## src/hdl/mdpa_pkg.sv

```systemverilog
// Package for the modular dot-product accumulator: sizes, reset values and sequencer states.
`default_nettype none

package mdpa_pkg;

    // Terms summed before the block sum is folded into the running residue.
    localparam int BLOCK_TERMS = 4096;

    localparam int VAL_W   = 8;
    localparam int MOD_W   = 9;
    localparam int COUNT_W = (BLOCK_TERMS > 1) ? $clog2(BLOCK_TERMS) : 1;
    // Wide enough for BLOCK_TERMS products of (-128) * (-128).
    localparam int SUM_W   = 16 + $clog2(BLOCK_TERMS);
    localparam int FOLD_W  = SUM_W + 1;
    localparam int ITER_W  = $clog2(FOLD_W + 1);

    localparam logic [MOD_W-1:0] MODULUS_RESET = MOD_W'(251);

    typedef enum logic [1:0] {
        ST_IDLE,
        ST_LOAD,
        ST_DIV,
        ST_DONE
    } mdpa_state_t;

endpackage

`default_nettype wire

```

## src/hdl/modular_dot_product_accumulator.sv

```systemverilog
// Top level of the modular dot-product accumulator.
`default_nettype none

// Each transfer brings one pair of signed 8-bit residues; their product is
// added to a wide block sum in the cycle the transfer is taken, and a term
// that does not end a block leaves the input ready for the next term. A term
// that closes a block of BLOCK_TERMS terms, or carries last, starts a fold:
// the load state forms the signed sum of block sum and running residue, the
// divide state makes one bit-serial compare-and-subtract step per bit of that
// sum (FOLD_W bits, 29 at the default block size) and the done state centres
// the remainder. in_stall stays high from the load state until the fold ends.
// The fold of a last term also waits until the output register is free. The
// modulus is taken from modulus_wr_data whenever modulus_wr_en is high and
// should only change while the block is idle. Reset needs no clearing pass.
module modular_dot_product_accumulator (
    input  wire                                  clk,
    input  wire                                  rst_n,
    input  wire                                  modulus_wr_en,
    input  wire        [mdpa_pkg::MOD_W-1:0]     modulus_wr_data,
    input  wire                                  in_valid,
    output logic                                 in_stall,
    input  wire signed [mdpa_pkg::VAL_W-1:0]     a_value,
    input  wire signed [mdpa_pkg::VAL_W-1:0]     b_value,
    input  wire                                  last,
    output logic                                 out_valid,
    input  wire                                  out_stall,
    output logic signed [mdpa_pkg::VAL_W-1:0]    result_value
);
    import mdpa_pkg::*;

    mdpa_state_t                state_reg, state_next;
    logic        [MOD_W-1:0]    modulus_reg, modulus_next;
    logic signed [SUM_W-1:0]    block_sum_reg, block_sum_next;
    logic        [COUNT_W-1:0]  count_reg, count_next;
    logic signed [VAL_W-1:0]    running_reg, running_next;
    logic                       last_reg, last_next;
    logic        [FOLD_W-1:0]   mag_reg, mag_next;
    logic                       neg_reg, neg_next;
    logic        [MOD_W-1:0]    rem_reg, rem_next;
    logic        [ITER_W-1:0]   iter_reg, iter_next;
    logic                       out_valid_reg, out_valid_next;
    logic signed [VAL_W-1:0]    result_reg, result_next;

    logic                       accept;
    logic                       block_end;
    logic                       out_free;
    logic signed [2*VAL_W-1:0]  product;
    logic signed [FOLD_W-1:0]   fold_value;
    logic        [MOD_W:0]      shifted;
    logic        [MOD_W:0]      mod_ext;
    logic        [MOD_W-1:0]    pos_rem;
    logic        [MOD_W:0]      half;
    logic signed [MOD_W:0]      centred;
    logic signed [VAL_W-1:0]    fold_result;

    assign accept    = in_valid && !in_stall;
    assign block_end = last || (count_reg == COUNT_W'(BLOCK_TERMS - 1));
    assign out_free  = !out_valid_reg || !out_stall;
    assign product   = a_value * b_value;
    assign mod_ext   = {1'b0, modulus_reg};

    // Signed total to be reduced; its magnitude is divided bit by bit.
    assign fold_value = FOLD_W'(running_reg) + FOLD_W'(block_sum_reg);
    assign shifted    = {rem_reg, mag_reg[FOLD_W-1]};

    // A nonzero remainder of a negative total is turned into m - r, then the
    // upper half of the range is moved down by m.
    assign pos_rem     = (neg_reg && (rem_reg != '0)) ? (modulus_reg - rem_reg) : rem_reg;
    assign half        = (mod_ext + (MOD_W+1)'(1)) >> 1;
    assign centred     = ({1'b0, pos_rem} >= half) ? signed'({1'b0, pos_rem} - mod_ext)
                                                   : signed'({1'b0, pos_rem});
    assign fold_result = (modulus_reg < MOD_W'(2)) ? '0 : centred[VAL_W-1:0];

    always_comb
    begin
        state_next = state_reg;
        case (state_reg)
            ST_IDLE:
            begin
                if (accept && block_end)
                begin
                    state_next = ST_LOAD;
                end
            end
            ST_LOAD:
            begin
                state_next = ST_DIV;
            end
            ST_DIV:
            begin
                if (iter_reg == ITER_W'(1))
                begin
                    state_next = ST_DONE;
                end
            end
            ST_DONE:
            begin
                if (!last_reg || out_free)
                begin
                    state_next = ST_IDLE;
                end
            end
            default:
            begin
                state_next = ST_IDLE;
            end
        endcase
    end

    always_comb
    begin
        in_stall     = (state_reg != ST_IDLE);
        out_valid    = out_valid_reg;
        result_value = result_reg;
    end

    always_comb
    begin
        modulus_next   = modulus_wr_en ? modulus_wr_data : modulus_reg;
        block_sum_next = block_sum_reg;
        count_next     = count_reg;
        running_next   = running_reg;
        last_next      = last_reg;
        mag_next       = mag_reg;
        neg_next       = neg_reg;
        rem_next       = rem_reg;
        iter_next      = iter_reg;
        result_next    = result_reg;
        out_valid_next = out_valid_reg && out_stall;
        case (state_reg)
            ST_IDLE:
            begin
                if (accept)
                begin
                    block_sum_next = block_sum_reg + SUM_W'(product);
                    count_next     = block_end ? '0 : count_reg + COUNT_W'(1);
                    last_next      = last;
                end
            end
            ST_LOAD:
            begin
                neg_next       = fold_value[FOLD_W-1];
                mag_next       = fold_value[FOLD_W-1] ? unsigned'(-fold_value)
                                                      : unsigned'(fold_value);
                block_sum_next = '0;
                rem_next       = '0;
                iter_next      = ITER_W'(FOLD_W);
            end
            ST_DIV:
            begin
                if (shifted >= mod_ext)
                begin
                    rem_next = MOD_W'(shifted - mod_ext);
                end
                else
                begin
                    rem_next = MOD_W'(shifted);
                end
                mag_next  = mag_reg << 1;
                iter_next = iter_reg - ITER_W'(1);
            end
            ST_DONE:
            begin
                if (!last_reg)
                begin
                    running_next = fold_result;
                end
                else if (out_free)
                begin
                    result_next    = fold_result;
                    out_valid_next = 1'b1;
                    running_next   = '0;
                end
            end
            default:
            begin
            end
        endcase
    end

    always_ff @(posedge clk or negedge rst_n)
    begin
        if (!rst_n)
        begin
            state_reg     <= ST_IDLE;
            modulus_reg   <= MODULUS_RESET;
            block_sum_reg <= '0;
            count_reg     <= '0;
            running_reg   <= '0;
            last_reg      <= 1'b0;
            out_valid_reg <= 1'b0;
        end
        else
        begin
            state_reg     <= state_next;
            modulus_reg   <= modulus_next;
            block_sum_reg <= block_sum_next;
            count_reg     <= count_next;
            running_reg   <= running_next;
            last_reg      <= last_next;
            out_valid_reg <= out_valid_next;
        end
    end

    always_ff @(posedge clk)
    begin
        mag_reg    <= mag_next;
        neg_reg    <= neg_next;
        rem_reg    <= rem_next;
        iter_reg   <= iter_next;
        result_reg <= result_next;
    end

endmodule

`default_nettype wire

```

## config.mk

```make
export PLATFORM = sky130hd
export DESIGN_NAME = modular_dot_product_accumulator
export DESIGN_NICKNAME = d
export VERILOG_FILES = /design/src/hdl/mdpa_pkg.sv /design/src/hdl/modular_dot_product_accumulator.sv
export SDC_FILE = /design/constraint.sdc
export NUM_CORES = 1
export LEC_CHECK = 0
export ABC_AREA = 1
export BUFFER_PORTS_ARGS = -buffer_cell sky130_fd_sc_hd__buf_2
export CORE_MARGIN = 3
export CORE_UTILIZATION = 68
export DETAILED_ROUTE_END_ITERATION = 6
export PLACE_DENSITY_LB_ADDON = 0.15
export SLEW_MARGIN = 30
export SYNTH_ARGS = -nofsm -noshare
export SYNTH_HDL_FRONTEND = slang
export SYNTH_SLANG_ARGS = --single-unit
```

## constraint.sdc

```tcl
create_clock -name clk -period 11.01 [get_ports clk]
set_input_delay 1.101 -clock clk [delete_from_list [all_inputs] [get_ports clk]]
set_output_delay 1.101 -clock clk [all_outputs]
set_load 0.03 [all_outputs]
```

==> PnR_summary.wiki <==
{| class="wikitable"
! Metric !! Value
|-
| Final sum of negative setup slack || 0 ns
|-
| Synth Register Bits || 113
|-
| Crit. End Element || flop
|-
| Die extent in y || 149.3 um
|-
| Synth Net Count || 2149
|-
| CTS Root Buffer Type || sky130_fd_sc_hd__clkbuf_16
|-
| Critical Path RT || 11.32 ns
|-
| Max-cap violation count || 0
|-
| Kind of start point of the critical path || input pin
|-
| Post-CTS Hold Buffers || 0
|-
| Netlist area before placement || 13960 um^2
|-
| Die Wd || 149.3 um
|-
| Buffer levels on the longest clock path || 2
|-
| Number of instances resized during post-cts repair || 0
|-
| Sequential fraction of the synthesis area || 0.2219
|-
| Number of top-level pins || 41
|-
| Mean instance size in the synthesized netlist || 7.496 um^2
|-
| Routing layer with the top usage in global route || met2
|-
| Number of sinks on the clock net || 113
|-
| Insertion delay to the later sink of the worst-skew pair || 0.43 ns
|-
| Clk_skew || 0.01702 ns
|-
| Min-delay src || running_reg[2]
|-
| CTS HTree Levels || 4
|-
| Result of the run || completed
|-
| Core area || 19780 um^2
|-
| Gate count of the mapped netlist || 1862
|-
| Beginning of the critical path || b_value[2]
|-
| Grt ovf || 0
|-
| Clock tree from TritonCTS || built
|-
| Worst Max-Slew Pin Slew || 0.9282 ns
|-
| Number of iterations in the first detailed-routing pass || 5
|-
| Headroom to the max-slew limit || 0.3774
|-
| Antenna violations before repair || 0
|-
| Weighted congestion reported at the end of routability-driven placement || 0.9651
|-
| Postcts setup bufs || 0
|-
| Total wire length || 33120 um
|-
| Total Nets Final || 2178
|-
| GRT met1 Usage || 0.4445
|-
| RSZ-0062 raised after global routing || no
|-
| FFs w/ async S/R, synth || 0.5398
|-
| Number of antenna repair diodes || 0
|-
| Met2 routing resource usage after global routing || 0.4920
|-
| Maximum number of pins on one net before global-route repair || 62
|-
| Starting DRC count in detailed routing || 1119
|-
| Vias || 12120
|-
| Minimum clock period || 6.588 ns
|-
| Critical Setup Path Class || in -> reg
|-
| Via-per-instance ratio || 5.590
|-
| EDFF count, synth || 52
|-
| Cts bufs inserted || 17
|-
| Data arrival time of the critical path || 6.90 ns
|-
| Distinct cells, synth || 53
|-
| Number of port buffers || 40
|-
| Hold Fails Final Rpt || 0
|-
| Routed Antenna Nets || 0
|-
| Maximum fanout along the worst path || 9
|-
| Final-report setup violation count || 0
|-
| Startpoint of the lowest-slack register-to-register path || block_sum_reg[21]
|-
| Worst-path clk slew || 0.06 ns
|-
| Number of core rows || 51
|-
| Number of DRC violations after detailed routing || 0
|-
| Final routed wire length divided by cell count || 15.27 um
|-
| Pins over their slew limit || 0
|-
| Floorplan die area || 22280 um^2
|-
| Highest achievable clock rate || 0.1518 GHz
|-
| Area Growth Syn to Fin || 7.279%
|-
| Largest register FFs || 29
|-
| Initial core utilization || 0.7056
|-
| HPWL after detailed placement || 26290 um
|-
| Yosys warning count || 0
|-
| First-pass GRT wire length || 55990 um
|-
| Main flop type after synthesis || sky130_fd_sc_hd__dfrtp_1
|-
| All-Layer GR Usage || 0.3105
|-
| Type of the tightest min-delay check || reg -> reg
|-
| Ratio of final minimum period to clock period || 0.5984
|-
| Global-route track usage on met3 || 0.04862
|-
| Vias in the first global route || 11710
|-
| Layout cells sized above 1 || 0.07616
|}
-- critical path, stage by stage --
cell and delay, ns:
sky130_fd_sc_hd__buf_2 0.15, sky130_fd_sc_hd__nand2_1 0.16, sky130_fd_sc_hd__inv_1 0.08, sky130_fd_sc_hd__fa_1 0.56, sky130_fd_sc_hd__inv_1 0.17, sky130_fd_sc_hd__fa_1 0.78, sky130_fd_sc_hd__inv_1 0.38, sky130_fd_sc_hd__fa_1 0.61
sky130_fd_sc_hd__fa_1 0.50, sky130_fd_sc_hd__ha_1 0.31, sky130_fd_sc_hd__ha_1 0.38, sky130_fd_sc_hd__nand2_1 0.12, sky130_fd_sc_hd__nor4_1 0.67, sky130_fd_sc_hd__nand4_1 0.30, sky130_fd_sc_hd__nand3_1 0.23, sky130_fd_sc_hd__nand3_1 0.09
sky130_fd_sc_hd__nand2_1 0.08, sky130_fd_sc_hd__a21oi_1 0.06, sky130_fd_sc_hd__o21ai_0 0.09, sky130_fd_sc_hd__nand2_1 0.07
-- routing by layer --
| metal | vias to the layer above | part of all wire |
|---|---|---|
| li1 | 5972 | - |
| met1 | 5635 | 0.45 |
| met2 | 434 | 0.46 |
| met3 | 83 | 0.068 |
| met4 | 0 | 0.027 |
| met5 | - | 0 |
-- metrics by stage --
| step | utilization | area, um^2 | cells | hold WS [ns] | setup WS [ns] |
|---|---|---|---|---|---|
| floorplan | - | 13960 | 1862 | 0.4570 | 4.985 |
| global placement | 0.7265 | 14370 | 2137 | 0.4769 | 4.301 |
| detailed placement | 0.7265 | 14370 | 2137 | 0.4906 | 4.120 |
| CTS | 0.7569 | 14970 | 2169 | 0.4979 | 4.527 |
| global route | 0.7569 | 14970 | 2169 | 0.5360 | 4.083 |
| finish | 0.7569 | 14970 | 2169 | 0.5002 | 4.422 |
-- cell usage after synthesis, types with 3 or more instances --
master	instances	area share
sky130_fd_sc_hd__nand2_1	532	0.14
sky130_fd_sc_hd__nor2_1	111	0.030
sky130_fd_sc_hd__buf_6	3	0.0024
sky130_fd_sc_hd__nor3_1	11	0.0039
sky130_fd_sc_hd__buf_2	4	0.0014
sky130_fd_sc_hd__dfstp_2	7	0.013
sky130_fd_sc_hd__nand3_1	99	0.036
sky130_fd_sc_hd__nand3b_1	9	0.0048
sky130_fd_sc_hd__nor4_1	5	0.0022
sky130_fd_sc_hd__o21bai_1	4	0.0022
sky130_fd_sc_hd__xor2_1	37	0.023
sky130_fd_sc_hd__or2_2	7	0.0031
sky130_fd_sc_hd__o211ai_1	5	0.0027
sky130_fd_sc_hd__ha_1	132	0.12
sky130_fd_sc_hd__a21oi_1	99	0.036
sky130_fd_sc_hd__and2_1	3	0.0013
sky130_fd_sc_hd__clkinv_1	3	0.00081
sky130_fd_sc_hd__nor2_4	4	0.0032
sky130_fd_sc_hd__dfrtp_1	54	0.097
sky130_fd_sc_hd__nand2_2	24	0.011
sky130_fd_sc_hd__nor2_2	7	0.0031
sky130_fd_sc_hd__a21o_1	4	0.0022
sky130_fd_sc_hd__nand3_2	5	0.0036
sky130_fd_sc_hd__inv_1	322	0.087
sky130_fd_sc_hd__nand4_1	23	0.010
sky130_fd_sc_hd__o21ai_0	83	0.030
sky130_fd_sc_hd__o21ai_1	8	0.0029
sky130_fd_sc_hd__o31ai_1	4	0.0022
sky130_fd_sc_hd__fa_1	124	0.18
sky130_fd_sc_hd__inv_2	4	0.0011
sky130_fd_sc_hd__xnor2_1	15	0.0094
sky130_fd_sc_hd__clkbuf_1	28	0.0075
sky130_fd_sc_hd__a211oi_1	4	0.0022
sky130_fd_sc_hd__edfxtp_1	52	0.11
-- area by class of cell --
cell class              count  area (um^2)
well taps                 265        331.6
clock inverters            14        151.4
multi-input cells        1384         9464
flip-flops and latches    113         3097
clock buffers              18        450.4
inverters                 330         1241
repair buffers             45        237.7
fillers                  1526         4808
-- kinds of logic after synthesis --
kind of cell,count (synthesis),synth area share
AO/OA/AOI/OAI,228,0.08929
XOR/XNOR,52,0.03263
adder cells (fa/ha/maj),256,0.2962
buffers and inverters,365,0.1003
flip-flops,113,0.2219
AND/OR/NAND/NOR,848,0.2597
-- placed cells by master, fill, tap and decap left out, drive strengths merged, types with 2 or more instances in the layout --
cell and instances:
nand2 557, inv 331, ha 132, fa 124, nor2 122, nand3 104
a21oi 100, o21ai 93, dfrtp 54, edfxtp 52, buf 45, xor2 37
nand4 23, clkbuf 18, xnor2 15, nor3 13, clkinv 10, nand3b 9
or2 9, dfstp 7, nor4 5, o211ai 5, a21o 4, o21bai 4
a211oi 4, o31ai 4, and2 4, a21boi 3, o22ai 2, o21a 2
a22o 2, a32o 2, bufinv 2
-- path summary, 6_finish.rpt --
path,end,slack [ns],cells after the start
worst max-delay path,block_sum_reg[26],4.42,20
worst min-delay path,running_reg[2],0.50,2
worst max register to register,block_sum_reg[26],6.04,15
worst min register to register,running_reg[2],0.50,2
max in group asynchronous,block_sum_reg[7],9.59,2
min in group asynchronous,count_reg[8],0.81,2
Power is left out: the tool's default activity adds up to more than one toggle a clock period on the data nets, which glitch-free logic cannot reach.
